===== config.mk =====
export PLATFORM = sky130hd
export DESIGN_NAME = cubic_crossfade_mixer
export DESIGN_NICKNAME = d
export VERILOG_FILES = /design/src/hw/rtl/ccm_pkg.sv /design/src/hw/rtl/cubic_crossfade_mixer.sv /design/src/hw/rtl/ccm_mult.sv /design/src/hw/rtl/ccm_seq.sv
export SDC_FILE = /design/constraint.sdc
export NUM_CORES = 2
export LEC_CHECK = 0
export CAP_MARGIN = 40
export CORE_MARGIN = 4
export CORE_UTILIZATION = 55
export DETAILED_ROUTE_END_ITERATION = 6
export DONT_BUFFER_PORTS = 1
export PLACE_DENSITY = 0.77
export SLEW_MARGIN = 20
export SYNTH_ARGS = -nofsm -noshare
export SYNTH_HDL_FRONTEND = slang
export SYNTH_SLANG_ARGS = --single-unit
export TNS_END_PERCENT = 30

===== constraint.sdc =====
create_clock -name clk -period 9.8 [get_ports clk]
set_input_delay 1.96 -clock clk [delete_from_list [all_inputs] [get_ports clk]]
set_output_delay 1.96 -clock clk [all_outputs]
set_load 0.02 [all_outputs]

===== src/hw/rtl/ccm_pkg.sv =====
// ----------------------------------------------------------------------------
// Cubic crossfade mixer package
// Shared constants, register indexes, sequencer states and control struct.
// ----------------------------------------------------------------------------
package ccm_pkg;

  localparam int MAX_CHANNELS_DEF = 8;

  localparam int SAMPLE_W   = 16;
  localparam int FRAME_W    = 24;
  localparam int Q31_W      = 32;
  localparam int PROD_W     = 64;
  localparam int CHCOUNT_W  = 4;
  localparam int CFG_INDEX_W = 1;
  localparam int IN_DATA_W  = 56;

  localparam logic [Q31_W-1:0]  ONE_Q31   = 32'h8000_0000;
  localparam logic [PROD_W-1:0] HALF_Q31  = 64'h0000_0000_4000_0000;
  localparam logic [30:0]       HALF_FRAC = 31'h4000_0000;

  localparam logic [CFG_INDEX_W-1:0] REG_FADE_STEP     = 1'b0;
  localparam logic [CFG_INDEX_W-1:0] REG_CHANNEL_COUNT = 1'b1;

  typedef enum logic [3:0] {
    S_IDLE,
    S_LOAD,
    S_LDW,
    S_SQ,
    S_RSQ,
    S_CUBE,
    S_RG,
    S_MIN,
    S_MOUT,
    S_FIN
  } state_t;

  typedef enum logic [2:0] {
    MUL_LOAD,
    MUL_SQ,
    MUL_CUBE,
    MUL_IN,
    MUL_OUT
  } mul_sel_t;

  typedef struct packed {
    logic     in_ready;
    logic     mul_en;
    mul_sel_t mul_sel;
    logic     ld_fade;
    logic     ld_sq;
    logic     ld_gain;
    logic     ld_rin;
    logic     fin;
  } ctrl_t;

endpackage


===== src/hw/rtl/cubic_crossfade_mixer.sv =====
// ----------------------------------------------------------------------------
// Cubic crossfade mixer
// Mixes samples of an incoming and an outgoing track with a cubic gain curve.
// ----------------------------------------------------------------------------
// Each request carries one sample of each track for the same channel. The
// incoming sample is weighted by fade cubed and the outgoing one by one minus
// that, and the result is saturated to 16 bits. The fade level is loaded from
// start_frame times fade_step on a request marked first in tuser, and rises by
// fade_step after each whole frame of channel_count samples, up to 1.0. The
// next request waits until the last has left the sequencer (through S_LOAD
// and S_LDW as well when it loads the fade level), as one 32 by 32 multiplier
// forms the load product, the square, the cube and both mix products in turn.
// in_tready is high only while the block is idle; a finished result waits in
// the output register, and the next request is taken while it waits.
module cubic_crossfade_mixer
  import ccm_pkg::*;
#(
  parameter int MAX_CHANNELS = MAX_CHANNELS_DEF
) (
  input  logic                   clk,
  input  logic                   rst_n,
  input  logic                   cfg_we,
  input  logic [CFG_INDEX_W-1:0] cfg_index,
  input  logic [Q31_W-1:0]       cfg_data,
  input  logic                   in_tvalid,
  output logic                   in_tready,
  // incoming_sample [15:0], outgoing_sample [31:16], start_frame [55:32]
  input  logic [IN_DATA_W-1:0]   in_tdata,
  // first_of_block [0]
  input  logic [0:0]             in_tuser,
  input  logic                   in_tlast,
  output logic                   out_tvalid,
  input  logic                   out_tready,
  // mixed_sample [15:0]
  output logic [SAMPLE_W-1:0]    out_tdata,
  output logic                   out_tlast
);

  localparam int IW = (MAX_CHANNELS > 1) ? $clog2(MAX_CHANNELS) : 1;
  localparam int CW = $clog2(MAX_CHANNELS + 1);
  localparam logic [4:0] MAX_CH5 = 5'(MAX_CHANNELS);

  ctrl_t ctrl;
  logic  accept;
  logic  out_free;
  logic  fin_go;

  logic [Q31_W-1:0]     fade_step_r;
  logic [CHCOUNT_W-1:0] channel_count_r;
  logic [Q31_W-1:0]     fade_r;
  logic [Q31_W-1:0]     fade_nxt;
  logic [IW-1:0]        chan_r;
  logic [IW-1:0]        chan_nxt;

  logic signed [SAMPLE_W-1:0] in_a_r;
  logic signed [SAMPLE_W-1:0] in_b_r;
  logic [FRAME_W-1:0]         start_r;
  logic                       last_r;
  logic [Q31_W-1:0]           sq_r;
  logic [Q31_W-1:0]           gin_r;
  logic [Q31_W-1:0]           gout_r;
  logic signed [16:0]         rin_r;

  logic                  out_valid_r;
  logic [SAMPLE_W-1:0]   out_data_r;
  logic                  out_last_r;

  logic [Q31_W-1:0]  step_eff;
  logic [4:0]        n5;
  logic [CW-1:0]     n_eff;
  logic [CW-1:0]     chan_inc;
  logic [Q31_W:0]    fade_sum;

  logic [Q31_W-1:0]  op_a;
  logic [Q31_W-1:0]  op_b;
  logic [PROD_W-1:0] prod_r;
  logic [PROD_W-1:0] prod_rnd;
  logic [Q31_W-1:0]  prod_rq;
  logic [Q31_W-1:0]  load_sat;
  logic [Q31_W-1:0]  gin_sat;

  logic [SAMPLE_W-1:0] mag_a;
  logic [SAMPLE_W-1:0] mag_b;
  logic [16:0]         q_in;
  logic                round_up;
  logic [16:0]         q_rnd;

  logic signed [48:0] base;
  logic signed [48:0] pout;
  logic signed [48:0] sum;
  logic signed [17:0] t_fl;
  logic signed [17:0] t_tr;
  logic [SAMPLE_W-1:0] mixed;

  assign accept    = in_tvalid && in_tready;
  assign in_tready = ctrl.in_ready;
  assign out_free  = !out_valid_r || out_tready;
  assign fin_go    = ctrl.fin && out_free;

  assign out_tvalid = out_valid_r;
  assign out_tdata  = out_data_r;
  assign out_tlast  = out_last_r;

  ccm_seq u_seq (
    .clk      (clk),
    .rst_n    (rst_n),
    .accept   (accept),
    .first    (in_tuser[0]),
    .out_free (out_free),
    .ctrl     (ctrl)
  );

  ccm_mult u_mult (
    .clk    (clk),
    .en     (ctrl.mul_en),
    .op_a   (op_a),
    .op_b   (op_b),
    .prod_r (prod_r)
  );

  // Configuration registers.
  always_ff @(posedge clk) begin
    if (!rst_n) begin
      fade_step_r     <= '0;
      channel_count_r <= CHCOUNT_W'(2);
    end else if (cfg_we) begin
      unique case (cfg_index)
        REG_FADE_STEP:     fade_step_r     <= cfg_data;
        REG_CHANNEL_COUNT: channel_count_r <= cfg_data[CHCOUNT_W-1:0];
        default: ;
      endcase
    end
  end

  assign step_eff = (fade_step_r > ONE_Q31) ? ONE_Q31 : fade_step_r;

  always_comb begin
    n5 = {1'b0, channel_count_r};
    if (n5 == 5'd0) begin
      n5 = 5'd1;
    end
    if (n5 > MAX_CH5) begin
      n5 = MAX_CH5;
    end
  end

  assign n_eff = n5[CW-1:0];

  // Operand selection for the shared multiplier.
  assign mag_a = in_a_r[SAMPLE_W-1] ? (~in_a_r + 1'b1) : in_a_r;
  assign mag_b = in_b_r[SAMPLE_W-1] ? (~in_b_r + 1'b1) : in_b_r;

  always_comb begin
    op_a = fade_r;
    op_b = fade_r;
    case (ctrl.mul_sel)
      MUL_LOAD: begin
        op_a = {{(Q31_W-FRAME_W){1'b0}}, start_r};
        op_b = step_eff;
      end
      MUL_SQ: begin
        op_a = fade_r;
        op_b = fade_r;
      end
      MUL_CUBE: begin
        op_a = sq_r;
        op_b = fade_r;
      end
      MUL_IN: begin
        op_a = {{(Q31_W-SAMPLE_W){1'b0}}, mag_a};
        op_b = gin_r;
      end
      MUL_OUT: begin
        op_a = {{(Q31_W-SAMPLE_W){1'b0}}, mag_b};
        op_b = gout_r;
      end
      default: begin
        op_a = fade_r;
        op_b = fade_r;
      end
    endcase
  end

  // Rounding of Q1.31 products, half up.
  assign prod_rnd = prod_r + HALF_Q31;
  assign prod_rq  = prod_rnd[62:31];
  assign load_sat = (prod_r > {{Q31_W{1'b0}}, ONE_Q31}) ? ONE_Q31 : prod_r[Q31_W-1:0];
  assign gin_sat  = (prod_rq > ONE_Q31) ? ONE_Q31 : prod_rq;

  // Incoming product rounded to an integer, ties to even.
  assign q_in     = prod_r[47:31];
  assign round_up = (prod_r[30:0] > HALF_FRAC) ||
                    ((prod_r[30:0] == HALF_FRAC) && q_in[0]);
  assign q_rnd    = q_in + {16'd0, round_up};

  // Final sum, truncated toward zero and saturated.
  assign base = {rin_r[16], rin_r, 31'd0};
  assign pout = {1'b0, prod_r[47:0]};
  assign sum  = in_b_r[SAMPLE_W-1] ? (base - pout) : (base + pout);
  assign t_fl = sum[48:31];
  assign t_tr = t_fl + {17'd0, (sum[48] && (|sum[30:0]))};

  always_comb begin
    if (t_tr > 18'sd32767) begin
      mixed = 16'h7FFF;
    end else if (t_tr < -18'sd32768) begin
      mixed = 16'h8000;
    end else begin
      mixed = t_tr[SAMPLE_W-1:0];
    end
  end

  // Fade and channel position.
  assign chan_inc = CW'(chan_r) + 1'b1;
  assign fade_sum = {1'b0, fade_r} + {1'b0, step_eff};

  always_comb begin
    fade_nxt = fade_r;
    chan_nxt = chan_r;
    if (accept && !in_tuser[0] && (CW'(chan_r) >= n_eff)) begin
      chan_nxt = '0;
    end
    if (ctrl.ld_fade) begin
      fade_nxt = load_sat;
      chan_nxt = '0;
    end
    if (fin_go) begin
      if (chan_inc >= n_eff) begin
        chan_nxt = '0;
        fade_nxt = (fade_sum > {1'b0, ONE_Q31}) ? ONE_Q31 : fade_sum[Q31_W-1:0];
      end else begin
        chan_nxt = chan_inc[IW-1:0];
      end
    end
  end

  always_ff @(posedge clk) begin
    if (!rst_n) begin
      fade_r <= '0;
      chan_r <= '0;
    end else begin
      fade_r <= fade_nxt;
      chan_r <= chan_nxt;
    end
  end

  // Datapath registers.
  always_ff @(posedge clk) begin
    if (accept) begin
      in_a_r  <= in_tdata[15:0];
      in_b_r  <= in_tdata[31:16];
      start_r <= in_tdata[55:32];
      last_r  <= in_tlast;
    end
    if (ctrl.ld_sq) begin
      sq_r <= prod_rq;
    end
    if (ctrl.ld_gain) begin
      gin_r  <= gin_sat;
      gout_r <= ONE_Q31 - gin_sat;
    end
    if (ctrl.ld_rin) begin
      rin_r <= in_a_r[SAMPLE_W-1] ? -$signed(q_rnd) : $signed(q_rnd);
    end
  end

  // Output register.
  always_ff @(posedge clk) begin
    if (!rst_n) begin
      out_valid_r <= 1'b0;
    end else if (fin_go) begin
      out_valid_r <= 1'b1;
    end else if (out_tready) begin
      out_valid_r <= 1'b0;
    end
  end

  always_ff @(posedge clk) begin
    if (fin_go) begin
      out_data_r <= mixed;
      out_last_r <= last_r;
    end
  end

endmodule


===== src/hw/rtl/ccm_mult.sv =====
// ----------------------------------------------------------------------------
// Shared multiplier
// Unsigned 32 by 32 multiplier with a registered product.
// ----------------------------------------------------------------------------
module ccm_mult
  import ccm_pkg::*;
(
  input  logic              clk,
  input  logic              en,
  input  logic [Q31_W-1:0]  op_a,
  input  logic [Q31_W-1:0]  op_b,
  output logic [PROD_W-1:0] prod_r
);

  logic [PROD_W-1:0] prod_nxt;

  assign prod_nxt = op_a * op_b;

  always_ff @(posedge clk) begin
    if (en) begin
      prod_r <= prod_nxt;
    end
  end

endmodule


===== src/hw/rtl/ccm_seq.sv =====
// ----------------------------------------------------------------------------
// Mixer sequencer
// Steps a request via load if first, cube, mix and result on the multiplier.
// ----------------------------------------------------------------------------
module ccm_seq
  import ccm_pkg::*;
(
  input  logic  clk,
  input  logic  rst_n,
  input  logic  accept,
  input  logic  first,
  input  logic  out_free,
  output ctrl_t ctrl
);

  state_t state_r;
  state_t state_nxt;

  always_ff @(posedge clk) begin
    if (!rst_n) begin
      state_r <= S_IDLE;
    end else begin
      state_r <= state_nxt;
    end
  end

  always_comb begin
    state_nxt = state_r;
    unique case (state_r)
      S_IDLE: begin
        if (accept) begin
          state_nxt = first ? S_LOAD : S_SQ;
        end
      end
      S_LOAD: state_nxt = S_LDW;
      S_LDW:  state_nxt = S_SQ;
      S_SQ:   state_nxt = S_RSQ;
      S_RSQ:  state_nxt = S_CUBE;
      S_CUBE: state_nxt = S_RG;
      S_RG:   state_nxt = S_MIN;
      S_MIN:  state_nxt = S_MOUT;
      S_MOUT: state_nxt = S_FIN;
      S_FIN: begin
        if (out_free) begin
          state_nxt = S_IDLE;
        end
      end
      default: state_nxt = S_IDLE;
    endcase
  end

  always_comb begin
    ctrl = '0;
    ctrl.mul_sel = MUL_SQ;
    unique case (state_r)
      S_IDLE: ctrl.in_ready = 1'b1;
      S_LOAD: begin
        ctrl.mul_en  = 1'b1;
        ctrl.mul_sel = MUL_LOAD;
      end
      S_LDW:  ctrl.ld_fade = 1'b1;
      S_SQ: begin
        ctrl.mul_en  = 1'b1;
        ctrl.mul_sel = MUL_SQ;
      end
      S_RSQ:  ctrl.ld_sq = 1'b1;
      S_CUBE: begin
        ctrl.mul_en  = 1'b1;
        ctrl.mul_sel = MUL_CUBE;
      end
      S_RG:   ctrl.ld_gain = 1'b1;
      S_MIN: begin
        ctrl.mul_en  = 1'b1;
        ctrl.mul_sel = MUL_IN;
      end
      S_MOUT: begin
        ctrl.mul_en  = 1'b1;
        ctrl.mul_sel = MUL_OUT;
        ctrl.ld_rin  = 1'b1;
      end
      S_FIN:  ctrl.fin = 1'b1;
      default: ctrl.in_ready = 1'b0;
    endcase
  end

endmodule


==> results summary <==
In the routed layout, each cell is associated on average with a via count of around 6. The placer's final routability congestion estimate is around 1.1. STA classifies the critical path startpoint as a flop. The effective utilization at floorplan came out at 0.559. Setup repair after global routing could not meet its margin everywhere.

The cell area that synthesis handed to floorplanning was 51500 sq um. The share of synthesized registers carrying an async set or reset came out at 0. The clock root buffer is sky130_fd_sc_hd__clkbuf_16. The proportion of power drawn by flip-flops and latches is 0.209.

The count of unique library cells instantiated by Yosys is 95. Entering global routing, the biggest net connects 76 pins. The global-route wire length before repair is about 280000 microns. The initial antenna violation count is 8. The final reports fail on DRC, setup timing. The slowest stage of the critical path is the sky130_fd_sc_hd__fa_2 cell. For this run, the leading register cell type out of synthesis is sky130_fd_sc_hd__edfxtp_1.

The power density over the cells came out at between 150 and 200 nW/um^2. The area overhead of the layout relative to synthesis is 15.4%. The clock edge transition at the registers on the reported setup and hold paths came out at 0.07 ns. The internal power summed over all cells came out at between 5000 and 6000 uW.

The number of DRC markers in iteration 0 came out at roughly 5600. The most used cell along the critical path is sky130_fd_sc_hd__fa_2. The vertical die dimension is about 310 microns. The longest individual stage delay on the worst path came out at approximately 0.60 ns. The post-layout worst setup margin came out at -0.311 ns. The arrival time at the worst endpoint is ~11 ns. The non-filler instance count after layout came out at 7365. The number of clock sinks seen by CTS came out at between 300 and 400. The buffer levels on the longest clock path is 3.

The total detailed-routing wirelength came out at 183000 microns. For the pin with the worst max-slew slack, the measured transition is 0.965 ns. The number of global-route vias before repair came out at approximately 45000. The most common cell after layout, fill and taps aside is sky130_fd_sc_hd__inv_1.

The DRC violations left is 9. The number of routed nets with antenna violations is 0. The number of standard-cell rows in the floorplan is about 110.

On the final layout, the worst hold slack is 0.459 ns. The worst setup path is captured at a flop. After detailed placement, the design holds a cell count of between 7000 and 8000. The full die area is a little under 100000 sq um. The number of flip-flops and latches in the synthesized netlist came out at approximately 330. The total I/O pin count is 115. For the final routed database, the setup TNS stands at -2.36 ns. The routed layout has roughly 44000 vias. The cell leakage power is around 0.028 uW. The remaining global-route overflow is 0.

The max capacitance violation total came out at 0. In the final layout, the share of cells above drive strength 1 is 0.147. The portion of the clock cycle consumed by the worst path in the final layout is 1.03.

The combined buffer and inverter count along the critical path came out at 4. The post-cts hold buffer count came out at 0. The mean routed wirelength per cell came out at roughly 25 microns. The smallest clock period supported by the final layout is computed as around 10 ns. The synthesized net count is 7075.

After floorplanning, the core was sized to cover just over 90000 sq um. Leaving out fill and tap cells, the most frequent cells in the layout are sky130_fd_sc_hd__inv_1 (992), sky130_fd_sc_hd__fa_1 (871), sky130_fd_sc_hd__nor2_1 (770). The setup-violating endpoint count in the final report is 13. VDD sags by at most 0.211 mV. The net switching power figure is between 5000 and 6000 uW. The share of total power dissipated in combinational logic is 0.672. The all-layer global routing usage came out at 0.374.

STA puts the critical path data required time at about 10 ns. The largest fanout of any net on the critical path is 5. The flow ran to the end, but the final reports show violations. The overall power consumption came out at approximately 10000 uW. Synthesis produced 5733 cells. The die is around 310 microns wide. Yosys mapped a number of flops with a built-in enable equal to 250. The wire-length estimate of the detail-placed layout is between 150000 and 200000 microns. The worst pin sits at a relative slew slack of 0.356.

The layout net count is between 7000 and 8000. The number of buffer cells added on primary ports is 0. The final hold violation count is 0.

The clock skew after layout came out at between 0.015 and 0.02 ns. The switching share of total power is 0.494. For this run, the register share of the synthesized area comes to 0.175. The number of detailed-route iterations in the first pass came out at 7. The critical path is of the flop to flop type. The reg2reg setup slack came out at -0.31 ns. The final number of max-transition violations came to 0. The H-tree depth came out at 1. In this design, the largest share of critical-path delay is due to adder cells. Counting the buffers created by CTS gives 30.

The min-delay analysis places its worst path in the category flop to flop. The clock group share of total power came out at 0.119. Prior to clock tree synthesis, the placed netlist has a worst setup slack of -0.778 ns. The average size of a mapped cell came out at about 9 sq um.

The maximum clock rate came out at 98.9 MHz. The Yosys warning count came out at 0. TritonCTS built the clock tree. The clock latency at the later pin of the worst-skew pair came out at roughly 0.60 ns.
final timing paths:
path                        from                           to  cells past startpoint
min             last_r$_DFFE_PP_          out_tlast$_DFFE_PP_                      0
min reg2reg     last_r$_DFFE_PP_          out_tlast$_DFFE_PP_                      0
max reg2reg  in_a_r[3]$_DFFE_PP_  u_mult.prod_r[63]$_DFFE_PN_                     34
max          in_a_r[3]$_DFFE_PP_  u_mult.prod_r[63]$_DFFE_PN_                     34
registers in the layout (all words and copies together) (netlist names), 16 cells and up:
register and flops:
out_tdata 16, gin_r 32, rin_r 17, sq_r 32
fade_step_r 32, in_b_r 16, gout_r 31, u_mult.prod_r 64
fade_r 32, start_r 24, in_a_r 16
power groups by stage:
stage / sequential, uW / combinational, uW / clock, uW
2_1_floorplan: 2070 / 3770 / 0
3_3_place_gp: 2190 / 6410 / 0
3_5_place_dp: 2190 / 6540 / 0
4_1_cts: 2170 / 6700 / 1240
5_1_grt: 2190 / 7440 / 1300
6_report: 2180 / 7020 / 1240
layer usage:
| layer | track usage | wire (microns) | vias up |
|---|---|---|---|
| met5 | 0 | 46 | - |
| met4 | 0.197 | 12700 | 6 |
| met3 | 0.0881 | 22200 | 676 |
| met2 | 0.574 | 80900 | 2820 |
| met1 | 0.497 | 67400 | 22000 |
| li1 | - | - | 18800 |
stage by stage:
step	util	area, sq um
6_report	0.645	59400
5_1_grt	0.644	59400
4_1_cts	0.639	58900
3_5_place_dp	0.622	57400
3_3_place_gp	0.622	57300
2_1_floorplan	-	51500
what timing repair did:
action,CTS,global route
pin swaps,59,47
hold endpoints to repair,0,0
setup buffers,17,5
setup endpoints to repair,29,30
gates resized for setup,116,100
worst register-to-register path, delay by kind of cell, from the launching register on:
family	cells	cell delay (ns)
fa+ha+maj	9	4.31
compound gates	12	2.36
simple gates	7	2.07
buf+inv	4	0.48
flops	1	0.39
xor+xnor	1	0.21
mux	1	0.11
synthesized netlist by cell type (76+ instances only):
cell type,n,share of area
sky130_fd_sc_hd__nor2_1,802,0.058
sky130_fd_sc_hd__edfxtp_1,250,0.15
sky130_fd_sc_hd__xnor2_1,140,0.024
sky130_fd_sc_hd__inv_1,1004,0.073
sky130_fd_sc_hd__nand2_1,702,0.051
sky130_fd_sc_hd__fa_1,898,0.35
sky130_fd_sc_hd__a21oi_1,141,0.014
sky130_fd_sc_hd__nand3_1,82,0.0080
sky130_fd_sc_hd__ha_1,348,0.085
sky130_fd_sc_hd__dfxtp_1,76,0.030
sky130_fd_sc_hd__o21ai_0,101,0.0098
sky130_fd_sc_hd__clkbuf_1,271,0.020
cell type report:
cell class                      instances  area (sq um)
Fill cell                            7633         32800
Timing Repair Buffer                  620          5570
Antenna cell                            7          17.5
Tap cell                             1243          1560
Multi-Input combinational cell       4107         38500
Clock buffer                           34           787
Inverter                             1006          3780
Clock inverter                         22           226
Sequential cell                       326          9030
logic make-up (layout without fill, tap and decap cells):
kind of cell,Yosys count,after routing,synth area share
AND/OR/NAND/NOR,1958,1958,0.165
buffers and inverters,1300,1682,0.0952
adder cells (fa/ha/maj),1246,1246,0.434
AO/OA/AOI/OAI,678,678,0.0921
flip-flops,326,326,0.175
XOR/XNOR,218,218,0.0375
multiplexers,7,7,0.00146
other,0,7,0
(Power assumes the default switching activity.)
